--- src/hdl/dtes_pkg.sv ---
// Shared widths, constants and the month table for the date to epoch-seconds converter.
package dtes_pkg;

  localparam int YearW   = 12;
  localparam int MonthW  = 4;
  localparam int DayW    = 5;
  localparam int HourW   = 5;
  localparam int MinuteW = 6;
  localparam int SecondW = 6;
  localparam int EpochW  = 31;

  localparam int YearDaysW = 21;   // whole-year days, up to year 4095
  localparam int DoyW      = 10;   // month offset plus day of month
  localparam int DaysW     = 22;   // signed day count
  localparam int TodW      = 17;   // seconds within the day, any field value
  localparam int ProdW     = 40;   // signed day count times seconds per day
  localparam int TotalW    = 41;

  localparam logic [YearW-1:0]   BaseYear     = 12'd1990;
  localparam logic [8:0]         LeapsBefore  = 9'd482;    // leap years in 1..1989
  localparam logic [8:0]         DaysPerYear  = 9'd365;
  localparam logic [10:0]        Recip100     = 11'd1311;  // 2^17 / 100, rounded up
  localparam int                 Recip100Sh   = 17;
  localparam logic [6:0]         Hundred      = 7'd100;
  localparam logic [11:0]        SecsHour     = 12'd3600;
  localparam logic [5:0]         SecsMinute   = 6'd60;
  localparam logic signed [17:0] SecsDay      = 18'sd86400;
  localparam logic [EpochW-1:0]  EpochMax     = {EpochW{1'b1}};

  typedef logic [YearW-1:0]   year_t;
  typedef logic [EpochW-1:0]  epoch_t;

  // days before the first of each month in a common year
  function automatic logic [8:0] cum_days(input logic [3:0] mi);
    logic [8:0] d;
    unique case (mi)
      4'd0:    d = 9'd0;
      4'd1:    d = 9'd31;
      4'd2:    d = 9'd59;
      4'd3:    d = 9'd90;
      4'd4:    d = 9'd120;
      4'd5:    d = 9'd151;
      4'd6:    d = 9'd181;
      4'd7:    d = 9'd212;
      4'd8:    d = 9'd243;
      4'd9:    d = 9'd273;
      4'd10:   d = 9'd304;
      default: d = 9'd334;
    endcase
    return d;
  endfunction

  // floor(n / 100) for any 12-bit n
  function automatic logic [5:0] div100(input logic [YearW-1:0] n);
    logic [YearW+10:0] p;
    p = n * Recip100;
    return p[YearW+10:Recip100Sh];
  endfunction

endpackage

--- src/hdl/dtes_if.sv ---
// Handshake channels for timestamp items in and epoch-seconds items out.
interface dtes_in_if;
  import dtes_pkg::*;
  logic               valid;
  logic               ready;
  logic [YearW-1:0]   year;
  logic [MonthW-1:0]  month;
  logic [DayW-1:0]    day;
  logic [HourW-1:0]   hour;
  logic [MinuteW-1:0] minute;
  logic [SecondW-1:0] second;

  modport source (output valid, year, month, day, hour, minute, second, input ready);
  modport sink   (input valid, year, month, day, hour, minute, second, output ready);
endinterface

interface dtes_out_if;
  import dtes_pkg::*;
  logic              valid;
  logic              ready;
  logic [EpochW-1:0] epoch_seconds;

  modport source (output valid, epoch_seconds, input ready);
  modport sink   (input valid, epoch_seconds, output ready);
endinterface

--- src/hdl/date_time_to_epoch_seconds_top.sv ---
// Date and time of day to seconds since 1990-01-01, four-stage pipeline.
// An accepted item moves through the stage 1, stage 2, stage 3 and output registers in order.
// Throughput: one item per cycle while dout.ready holds; each stage advances when it is empty or the next one moves.
// Stages: divide by 100 and month table, day count and time of day, day multiply, sum and clamp.
// Reset clears the stage valid bits only; payload registers are not reset.
module date_time_to_epoch_seconds_top (
  input logic clk,
  input logic rst,
  dtes_in_if.sink    din,
  dtes_out_if.source dout
);
  import dtes_pkg::*;

  // stage 1
  logic                   v1;
  logic                   gt1;
  logic [YearW-1:0]       year1;
  logic [YearW-1:0]       ym1_1;
  logic [5:0]             qy1;
  logic [5:0]             qm1;
  logic [YearDaysW-2:0]   yd0_1;
  logic [DoyW-1:0]        doyb1;
  logic                   late1;
  logic [HourW-1:0]       hour1;
  logic [MinuteW-1:0]     minute1;
  logic [SecondW-1:0]     second1;
  // stage 2
  logic                   v2;
  logic signed [DaysW-1:0] days2;
  logic [TodW-1:0]        tod2;
  // stage 3
  logic                   v3;
  logic signed [ProdW-1:0] prod3;
  logic [TodW-1:0]        tod3;
  // output
  logic                   vout;
  epoch_t                 epoch;

  logic rdy1, rdy2, rdy3;

  assign rdy3      = !vout || dout.ready;
  assign rdy2      = !v3 || rdy3;
  assign rdy1      = !v2 || rdy2;
  assign din.ready = !v1 || rdy1;

  // stage 1 logic
  logic [3:0]           mi;
  logic [YearW-1:0]     ym1;
  logic [YearW-1:0]     ydiff;
  logic [YearDaysW-2:0] yd0_full;

  always_comb begin
    mi       = (din.month == 4'd0 || din.month > 4'd12) ? 4'd11 : din.month - 4'd1;
    ym1      = din.year - 12'd1;
    ydiff    = din.year - BaseYear;
    yd0_full = ydiff * DaysPerYear;
  end

  always_ff @(posedge clk) begin
    if (rst) begin
      v1 <= 1'b0;
    end else if (din.ready) begin
      v1 <= din.valid;
    end
    if (din.ready && din.valid) begin
      gt1     <= din.year > BaseYear;
      year1   <= din.year;
      ym1_1   <= ym1;
      qy1     <= div100(din.year);
      qm1     <= div100(ym1);
      yd0_1   <= yd0_full;
      doyb1   <= DoyW'(cum_days(mi)) + DoyW'(din.day);
      late1   <= mi >= 4'd2;
      hour1   <= din.hour;
      minute1 <= din.minute;
      second1 <= din.second;
    end
  end

  // stage 2 logic
  logic                 leap2;
  logic [12:0]          hund2;
  logic [YearDaysW-1:0] ydays2;
  logic [YearDaysW-1:0] dsum2;
  logic [TodW-1:0]      tod_n;

  always_comb begin
    hund2  = qy1 * Hundred;
    leap2  = (year1[1:0] == 2'b00) && ((hund2 != {1'b0, year1}) || (qy1[1:0] == 2'b00));
    ydays2 = '0;
    if (gt1) begin
      ydays2 = YearDaysW'(yd0_1) + YearDaysW'(ym1_1[YearW-1:2]) - YearDaysW'(qm1)
             + YearDaysW'(qm1[5:2]) - YearDaysW'(LeapsBefore);
    end
    dsum2 = ydays2 + YearDaysW'(doyb1) + YearDaysW'(leap2 && late1);
    tod_n = TodW'(hour1) * TodW'(SecsHour) + TodW'(minute1) * TodW'(SecsMinute)
          + TodW'(second1);
  end

  always_ff @(posedge clk) begin
    if (rst) begin
      v2 <= 1'b0;
    end else if (rdy1) begin
      v2 <= v1;
    end
    if (rdy1 && v1) begin
      // day of month counts from one
      days2 <= $signed({1'b0, dsum2}) - 22'sd1;
      tod2  <= tod_n;
    end
  end

  // stage 3: day count times seconds per day
  logic signed [ProdW-1:0] prod_n;

  assign prod_n = days2 * SecsDay;

  always_ff @(posedge clk) begin
    if (rst) begin
      v3 <= 1'b0;
    end else if (rdy2) begin
      v3 <= v2;
    end
    if (rdy2 && v2) begin
      prod3 <= prod_n;
      tod3  <= tod2;
    end
  end

  // stage 4: add time of day and clamp to the output range
  logic signed [TotalW-1:0] total;
  epoch_t                   clamped;

  always_comb begin
    total = TotalW'(prod3) + $signed({{(TotalW-TodW){1'b0}}, tod3});
    priority if (total < 0) begin
      clamped = '0;
    end else if (total > $signed({{(TotalW-EpochW){1'b0}}, EpochMax})) begin
      clamped = EpochMax;
    end else begin
      clamped = total[EpochW-1:0];
    end
  end

  always_ff @(posedge clk) begin
    if (rst) begin
      vout <= 1'b0;
    end else if (rdy3) begin
      vout <= v3;
    end
    if (rdy3 && v3) begin
      epoch <= clamped;
    end
  end

  assign dout.valid         = vout;
  assign dout.epoch_seconds = epoch;

`ifndef SYNTH
  a_enter: assert property (@(posedge clk) disable iff (rst)
    din.valid && din.ready |=> v1)
    else $error("accepted item did not reach stage 1");

  a_drain: assert property (@(posedge clk) disable iff (rst)
    v3 && rdy3 |=> vout)
    else $error("stage 3 item lost on the way to the output");

  a_hold: assert property (@(posedge clk) disable iff (rst)
    v2 && !rdy1 |=> v2 && $stable(days2) && $stable(tod2))
    else $error("stalled stage 2 item changed");

  a_div: assert property (@(posedge clk) disable iff (rst)
    v1 && gt1 |-> qm1 <= qy1 && qy1 <= qm1 + 6'd1)
    else $error("year divide by 100 inconsistent");

  a_days: assert property (@(posedge clk) disable iff (rst)
    v2 |-> days2 >= -22'sd1)
    else $error("day count below minus one");
`endif

endmodule

--- src/flat_wrapper.sv ---
// flat-port wrapper written by rule: the top's interface ports become plain ports
module date_time_to_epoch_seconds_top_flat import dtes_pkg::*;
  (clk, rst, din_valid, din_year, din_month, din_day, din_hour, din_minute, din_second, din_ready, dout_valid, dout_epoch_seconds, dout_ready);
  dtes_in_if din_i ();
  dtes_out_if dout_i ();
  input logic clk;
  input logic rst;
  input wire logic [$bits(din_i.valid)-1:0] din_valid;
  input wire logic [$bits(din_i.year)-1:0] din_year;
  input wire logic [$bits(din_i.month)-1:0] din_month;
  input wire logic [$bits(din_i.day)-1:0] din_day;
  input wire logic [$bits(din_i.hour)-1:0] din_hour;
  input wire logic [$bits(din_i.minute)-1:0] din_minute;
  input wire logic [$bits(din_i.second)-1:0] din_second;
  output wire logic [$bits(din_i.ready)-1:0] din_ready;
  output wire logic [$bits(dout_i.valid)-1:0] dout_valid;
  output wire logic [$bits(dout_i.epoch_seconds)-1:0] dout_epoch_seconds;
  input wire logic [$bits(dout_i.ready)-1:0] dout_ready;
  assign din_i.valid = din_valid;
  assign din_i.year = din_year;
  assign din_i.month = din_month;
  assign din_i.day = din_day;
  assign din_i.hour = din_hour;
  assign din_i.minute = din_minute;
  assign din_i.second = din_second;
  assign din_ready = din_i.ready;
  assign dout_valid = dout_i.valid;
  assign dout_epoch_seconds = dout_i.epoch_seconds;
  assign dout_i.ready = dout_ready;
  date_time_to_epoch_seconds_top u_core (.clk(clk), .rst(rst), .din(din_i), .dout(dout_i));
endmodule
--- config.mk ---
export PLATFORM = sky130hd
export DESIGN_NAME = date_time_to_epoch_seconds_top_flat
export DESIGN_NICKNAME = d
export VERILOG_FILES = /design/src/hdl/dtes_pkg.sv /design/src/hdl/dtes_if.sv /design/src/hdl/date_time_to_epoch_seconds_top.sv /design/src/flat_wrapper.sv
export SDC_FILE = /design/constraint.sdc
export NUM_CORES = 1
export LEC_CHECK = 0
export BUFFER_PORTS_ARGS = -buffer_cell sky130_fd_sc_hd__buf_2
export CORE_MARGIN = 1
export CORE_UTILIZATION = 35
export CTS_BUF_LIST = sky130_fd_sc_hd__clkbuf_16
export CTS_CLUSTER_SIZE = 25
export DETAILED_ROUTE_END_ITERATION = 7
export HOLD_SLACK_MARGIN = 0.05
export SYNTH_ARGS = -nofsm -noshare
export SYNTH_HDL_FRONTEND = slang
export SYNTH_SLANG_ARGS = --single-unit
--- constraint.sdc ---
create_clock -name clk -period 18.8 [get_ports clk]
set_clock_uncertainty 0.2 [all_clocks]
set_input_delay 1.88 -clock clk [delete_from_list [all_inputs] [get_ports clk]]
set_output_delay 1.88 -clock clk [all_outputs]
set_load 0.1 [all_outputs]
### Word-level counts from Yosys, hierarchy flattened

Memory sizes are Yosys's and may differ from the RTL's.
Cells that the tools add are included.
Widths: inputs -> output; s select.

* bits in registers: 209
* latch bits: 0
* bits in writable memories: 0
* ROM bits: 144
* logic and storage cells: 71
* memories: 1

Memories
* (no name shown): words 16, bits a word 9, read ports 1, clocked after Yosys merged registers in 0, write ports 0, RTL line dtes_pkg.sv:36 `unique case (mi)`

* $add $sub $neg: 14
* $mul: 7
* div/mod/pow operators: 0
* $lt $le $gt $ge: 5
* equal/unequal tests: 1
* shift operators: 0
* multiplexer cells: 4
* bitwise operators: 0
* reductions and logical operators: 19

Operators with widths (count)
* $mul 12x11->23 const B: 2
* $add 40x18->41: 1
* $gt 41x32->1 const B: 1
* $lt 41x1->1 const B: 1
* $mul 22x11->33 const B: 1
* $mux 31: 1
* $sub 21x1->22 const B: 1
* $add 20x10->21: 1
* $add 21x1->21: 1
* $add 21x10->21: 1
* $add 21x4->21: 1
* $mux 21: 1
* $sub 21x6->21: 1
* $sub 21x9->21 const B: 1
* $mul 12x9->20 const B: 1
* $add 17x12->17: 1
* $add 17x6->17: 1
* $mul 5x8->13 const B: 1
* $ne 13x12->1: 1
* $gt 12x11->1 const B: 1
* $sub 12x1->12 const B: 1
* $sub 12x11->12 const B: 1
* $mul 6x5->11 const B: 1
* $add 9x5->10: 1
* 11 further kinds: 25

### Depth between registers and ports, before layout

Gate-level depths: netlist (run 1).

* word-level depth: 8
* mapped depth: 25
* depth with buffers taken out: 25

### Worst setup path before layout (run 1)

No wires, ideal clock.

* kind: input port to flip-flop
* start: input din_year[1]
* end: register u_core.qm1[4] (data pin)
* library setup time: 0.262 ns
* data arrival time: 7.636 ns
* data required time: 18.338 ns
* setup slack: 10.702 ns
* cell stages on the path: 21
* path buffers: 0
* path through: inv_1 ha_1 a21boi_0 nand4_1 xnor2_1 inv_1 fa_1 inv_1 ha_1 ha_1 inv_1 fa_1 inv_1 fa_1 ha_1 a21o_1 a221o_1 a2111o_1 a31oi_1 o21bai_1 xor2_1

* word-level cells in the longest chain between the ends: 2

Ends and longest elaborated chain
* start: declaration: RTL line flat_wrapper.sv:9 `input wire logic [$bits(din_i.year)-1:0] din_year;`
* $sub 12x1->12: RTL line date_time_to_epoch_seconds_top.sv:54 `ym1 = din.year - 12'd1;`
* via u_core.ym1[9]: RTL line date_time_to_epoch_seconds_top.sv:48 `logic [YearW-1:0] ym1;`
* $mul 12x11->23: RTL line dtes_pkg.sv:56 `p = n * Recip100;`
* end signal: assignment: RTL line date_time_to_epoch_seconds_top.sv:70 `qm1 <= div100(ym1);`
* end: declaration: RTL line date_time_to_epoch_seconds_top.sv:20 `logic [5:0] qm1;`

The timed path passes the listed nets, and every way through them passes these cells.
A chain may end at the register's enable or synchronous reset.

### Worst setup path in the final report (run 1)

Ends and elaborated chain as after synthesis.

==> results of run 1 <==
[stage by stage]
stage               utilization [%]  hold WS, ns
floorplan                         -        0.200
global placement               37.9        0.203
detailed placement             37.9        0.205
CTS                            39.1        0.218
global route                   39.1        0.221
finish                         39.1        0.219
[cell usage after synthesis, types with 11 or more instances]
| master | count |
|---|---|
| nand2b_1 | 18 |
| a21oi_1 | 126 |
| edfxtp_1 | 202 |
| a31oi_1 | 14 |
| ha_1 | 489 |
| nor2_1 | 78 |
| nor3_1 | 23 |
| nand4_1 | 15 |
| xnor2_1 | 126 |
| or3_1 | 12 |
| inv_1 | 491 |
| nand2_1 | 87 |
| o21bai_1 | 22 |
| and2_1 | 11 |
| nand3_1 | 40 |
| xor2_1 | 51 |
| o21a_1 | 15 |
| nor2b_1 | 16 |
| fa_1 | 208 |
| nor4_1 | 12 |
| o21ai_0 | 47 |
| a21o_1 | 42 |
[final cells by class]
type | count | area, um^2 | share of cell area, %
inverter | 491 | 1840 | 6.97
sequential | 206 | 6150 | 23.2
multi-input combinational | 1589 | 16100 | 61.0
clock buffer | 25 | 626 | 2.37
tap | 873 | 1090 | 4.13
clock inverter | 18 | 194 | 0.734
timing repair buffer | 79 | 408 | 1.54
[critical path, cell delays in order]
cell      delay [ns]
buf_2           0.24
inv_1           0.26
ha_1            0.26
a21boi_0        0.40
nand4_1         0.20
xnor2_1         0.74
inv_1           0.29
fa_1            0.48
inv_1           0.07
ha_1            0.22
inv_1           0.07
fa_1            0.44
fa_1            0.55
inv_1           0.06
fa_1            0.50
ha_1            0.32
and3_1          0.17
a221o_1         0.38
a2111o_1        0.43
a31oi_1         0.35
o21bai_1        0.12
xor2_1          0.15
[layer usage]
layer / up-vias / track usage [%] / share of wire, %
met4: 0 / 2.70 / 2.0
met1: 7435 / 16.1 / 45
met5: - / 0 / 0
li1: 7944 / - / -
met2: 149 / 24.8 / 51
met3: 62 / 1.35 / 2.1
[state kept, by name, summed over array words and instances (netlist names), 5 cells and up]
name / flops
u_core.qm1: 6
u_core.yd0_1: 20
u_core.doyb1: 10
u_core.minute1: 6
u_core.second1: 6
u_core.ym1_1: 10
u_core.qy1: 6
u_core.dout.epoch_seconds: 31
u_core.tod2: 17
u_core.days2: 22
u_core.year1: 11
u_core.hour1: 5
u_core.tod3: 17
u_core.prod3: 33
[worst paths after layout]
kind | start | to | slack [ns] | depth (start not counted)
setup / recovery | din_year[1] | u_core.qm1[4] | 10.32 | 22
setup reg to reg | u_core.qy1[1] | u_core.days2[15] | 11.95 | 21
hold reg to reg | u_core.tod2[5] | u_core.tod3[5] | 0.22 | 0
hold / removal | u_core.tod2[5] | u_core.tod3[5] | 0.22 | 0
[cells by family after synthesis]
| family | Yosys count |
|---|---|
| buffers and inverters | 505 |
| DFF | 206 |
| adders and majority gates | 697 |
| muxes | 11 |
| AOI/OAI and AO/OA | 344 |
| xor gates and xnor gates | 178 |
| and+or+nand+nor | 359 |
==> results.py, run 1 <==
metrics = {
    "floorplan": {
        "initial_utilization_pct": 35.7,
        "die_h_um": 265,
        "dieArea_um2": 70000,
        "core_region_area_um2": 67600,
        "die_w_um": 265,
        "placementRows": 95,
        "num_io_pins": 75,
    },
    "global_routing": {
        "grt_antenna_before_repair": 0,
        "gr-total-overflow": 0,
        "grt_max_degree": 71,
        "grt_pass1_wl_um": 77300,
        "first_global_vias": 16500,
        "grt_usage_pct": 13.2,
    },
    "setup_path": {
        "cp-end-kind": "flip-flop",
        "path_max_fanout": 11,
        "arrival_ns": 8.58,
        "cp-start-kind": "input pin",
        "required_ns": 18.90,
        "critPathKind": "input pin to flip-flop",
    },
    "detailed_routing": {
        "drt-initial-drc-count": 566,
        "vias": 15600,
        "ant_nets": 0,
        "drc": 0,
        "avgViaCountPerCell": 4.75,
        "routedWlPerCell_um": 13.6,
        "dr.pass1.iters": 5,
        "wl_um": 44600,
    },
    "logic_synthesis": {
        "synthXorXnorAreaFrac_pct": 6.49,
        "synth_top_family_by_area": "adder cells",
        "synth_compound_area_share_pct": 9.25,
        "synthArstFlopShare_pct": 0,
        "yosysTopAreaCell": "ha_1",
        "synthDominantCellAreaShare_pct": 25.4,
        "yosys_warnings": 0,
        "synth_nets": 3039,
        "synth_cells": 2300,
        "synth.distinct_cells": 82,
        "synth_adder_area_share_pct": 42.6,
        "synth_edf_count": 202,
        "postSynthAreaPerCell_um2": 10.5,
        "yosys-mux-area-fraction_pct": 0.493,
        "ys.flop_type": "edfxtp_1",
        "ys_seq_area_share_pct": 25.5,
        "syn-cell-area_um2": 24100,
        "synth_simple_gate_area_share_pct": 7.78,
        "synth-seq-cells": 206,
        "yosys-top-cells-area": "ha_1, edfxtp_1, fa_1",
    },
    "timing": {
        "drv_slew": 0,
        "setup_ws_ns": 10.32,
        "slew_headroom_pct": 25.9,
        "fmax_mhz": 118,
        "rsz0062_at_grt": "no",
        "hold_viol": 0,
        "setup_viol": 0,
        "period_share_pct": 45.1,
        "worstMarginPinSlew_ns": 1.11,
        "period_needed_ns": 8.48,
        "setup_tns_ns": 0,
    },
    "placed_design": {
        "port_buffers": 74,
        "postPlaceCellArea_um2": 25600,
        "place_ws_ns": 9.75,
        "dpl.cell_count": 3238,
        "dp_hpwl_um": 37300,
        "gp_congestion": 0.829,
    },
    "hold_path": {
        "hp-class": "flip-flop to flip-flop",
    },
    "job": {
        "maxCapViolations": 0,
    },
    "clock_tree": {
        "clock_sinks": 206,
        "clock_latency_ns": 0.56,
        "cts_tree": "done",
        "clockRootBuffer": "clkbuf_16",
        "cts_buffers": 25,
        "cts_max_path_buffers": 3,
        "cts_setup_buffers": 0,
        "htree_num_levels": 1,
        "cts-resized-gates": 0,
        "clk_pin_slew_worst_paths_ns": 0.06,
        "ctsHoldBuffers": 0,
    },
    "status": {
        "outcome": "completed",
    },
    "layout": {
        "syn_to_final_growth_pct": 9.58,
        "fill_cells": 6539,
        "n_antenna_cell": 0,
        "stdcell_count": 3281,
        "design_area_um2": 26400,
        "layout_common_cells": "inv_1, ha_1, fa_1",
        "final_net_count": 3131,
        "drive_gt1_share_pct": 6.19,
        "layout_commonest_cell": "inv_1",
    },
}
Power of run 1 is left out: the tool's default activity adds up to more than one toggle a clock period on the data nets, which glitch-free logic cannot reach.
==> inputs of run 2 (changes only) <==
==> constraint.sdc (replaced) <==
create_clock -name clk -period 7.1 [get_ports clk]
set_clock_uncertainty 0.2 [all_clocks]
set_input_delay 0.71 -clock clk [delete_from_list [all_inputs] [get_ports clk]]
set_output_delay 0.71 -clock clk [all_outputs]
set_load 0.1 [all_outputs]
==> results.py, run 2 (same netlist as run 1, synthesis figures left out) <==
metrics = {
    "status": {
        "outcome": "completed",
    },
    "setup_path": {
        "r2r_slack_ns": 0.49,
        "critPathKind": "flip-flop to flip-flop",
        "cp-start-kind": "flip-flop",
        "cpMaxStageDelayCell": "fa_1",
        "arrival_ns": 6.69,
        "crit_path_max_incr_delay_ns": 0.57,
        "startpoint": "u_core.qy1[1]",
        "path_max_fanout": 4,
        "rr_worst_depth": 22,
        "critical_path.cell_chain": "ha_1 > ha_1 > ha_1 > fa_1 > xnor2_1 > nand3_1 > nor4_1 > nand4_1 > o311ai_1 > buf_4 > fa_1 > fa_1 > nor2b_1 > o21a_1 > or3_1 > a22oi_1 > o221ai_1 > a2111o_1 > nand4b_1 > nor2_1 > mux2i_1 > xnor2_1",
        "required_ns": 7.18,
        "cp-end-kind": "flip-flop",
        "rr_startpoint": "u_core.qy1[1]",
        "reg2reg_to": "u_core.days2[15]",
    },
    "floorplan": {
        "num_io_pins": 75,
        "core_region_area_um2": 67600,
        "die_h_um": 265,
        "die_w_um": 265,
        "initial_utilization_pct": 35.7,
        "dieArea_um2": 70000,
        "placementRows": 95,
    },
    "detailed_routing": {
        "avgViaCountPerCell": 4.76,
        "dr.pass1.iters": 5,
        "vias": 15800,
        "drc": 0,
        "drt-initial-drc-count": 543,
        "ant_nets": 0,
        "wl_um": 45500,
        "routedWlPerCell_um": 13.7,
    },
    "placed_design": {
        "gp_congestion": 0.853,
        "dp_hpwl_um": 38200,
        "port_buffers": 74,
    },
    "layout": {
        "layout_common_cells": "inv_1, ha_1, fa_1",
        "n_antenna_cell": 0,
        "drive_gt1_share_pct": 7.47,
        "largest_reg_flops": 33,
        "multi_input_area_um2": 16100,
        "layout_commonest_cell": "inv_1",
        "regArea_um2": 6150,
        "syn_to_final_growth_pct": 10.8,
        "final_net_count": 3157,
        "top_register": "u_core.prod3",
        "fill_cells": 6462,
    },
    "clock_tree": {
        "clock_latency_ns": 0.55,
        "cts_buffers": 26,
        "clock_sinks": 206,
        "clockRootBuffer": "clkbuf_16",
        "htree_num_levels": 1,
        "clk_pin_slew_worst_paths_ns": 0.06,
        "cts_max_path_buffers": 3,
        "cts_tree": "done",
    },
    "timing": {
        "fmax_mhz": 151,
        "slew_headroom_pct": 25.0,
        "worstMarginPinSlew_ns": 1.12,
        "drv_slew": 0,
        "hold_viol": 0,
        "setup_viol": 0,
        "setup_tns_ns": 0,
        "period_share_pct": 93.1,
        "rsz0062_at_grt": "no",
        "period_needed_ns": 6.61,
    },
    "hold_path": {
        "holdPathEnd": "u_core.second1[5]",
        "hp-class": "input pin to flip-flop",
        "hold_start": "din_second[5]",
        "min_path_cells": 1,
    },
    "global_routing": {
        "grt_max_degree": 77,
        "grt_pass1_wl_um": 77300,
        "gr-total-overflow": 0,
        "grt_antenna_before_repair": 0,
        "grt_usage_pct": 13.2,
        "first_global_vias": 16700,
    },
    "job": {
        "maxCapViolations": 0,
    },
}
==> run 2: cell types whose count changed in the layout (fill, tap and decap cells not counted), sizes merged <==
cell,change
bufinv,+2
clkinv,+5
buf,+25
clkbuf,+1
inv,-3
==> run 2: what timing repair did <==
| item | in CTS | in global routing |
|---|---|---|
| hold buffers | 0 | 0 |
| endpoints found under the setup margin | 0 | 5 |
| buffers inserted | 0 | 0 |
| gates resized for setup | 0 | 1 |
==> run 2: how the worst max path moves through the flow <==
stage               slack [ns]          endpoint
detailed placement        0.05     u_core.qm1[4]
global route              0.06  u_core.days2[17]
floorplan                 0.17     u_core.qm1[4]
finish                    0.49  u_core.days2[15]
CTS                       0.28  u_core.days2[15]
global placement          0.17     u_core.qm1[4]
==> run 2: critical path, delay by kind of cell, from the launching register on <==
| kind | cells | cell delay [ns] |
|---|---|---|
| xor gates and xnor gates | 2 | 0.21 |
| adders and majority gates | 6 | 1.95 |
| muxes | 1 | 0.25 |
| buffers and inverters | 1 | 0.20 |
| DFF | 1 | 0.46 |
| AOI/OAI and AO/OA | 5 | 1.63 |
| and+or+nand+nor | 7 | 1.46 |
==> run 2: routing by layer <==
layer	routed length, um	track usage, %
met1	20600	16.1
met2	23000	25.0
met3	1110	1.45
met4	769	2.50
met5	0	0
==> run 2: final cells by class <==
cell class,instances,share of cell area [%]
multi-input combinational,1589,60.3
sequential,206,23.0
inverter,491,6.90
tap,873,4.09
clock buffer,26,2.43
timing repair buffer,104,2.23
clock inverter,22,1.03
==> run 2: stage by stage <==
| step | area (um^2) | utilization (%) | worst slack [ns] | instances | hold WS (ns) |
|---|---|---|---|---|---|
| 4_1_cts | 26700 | 39.5 | 0.275 | 3311 | 0.106 |
| 6_report | 26700 | 39.5 | 0.489 | 3311 | 0.143 |
| 3_3_place_gp | 25800 | 38.2 | 0.168 | 3263 | 0.202 |
| 2_1_floorplan | 24100 | - | 0.172 | 2300 | 0.200 |
| 5_1_grt | 26700 | 39.5 | 0.0640 | 3311 | 0.111 |
| 3_5_place_dp | 25800 | 38.2 | 0.0532 | 3263 | 0.205 |
Power of run 2 is left out for the same reason.
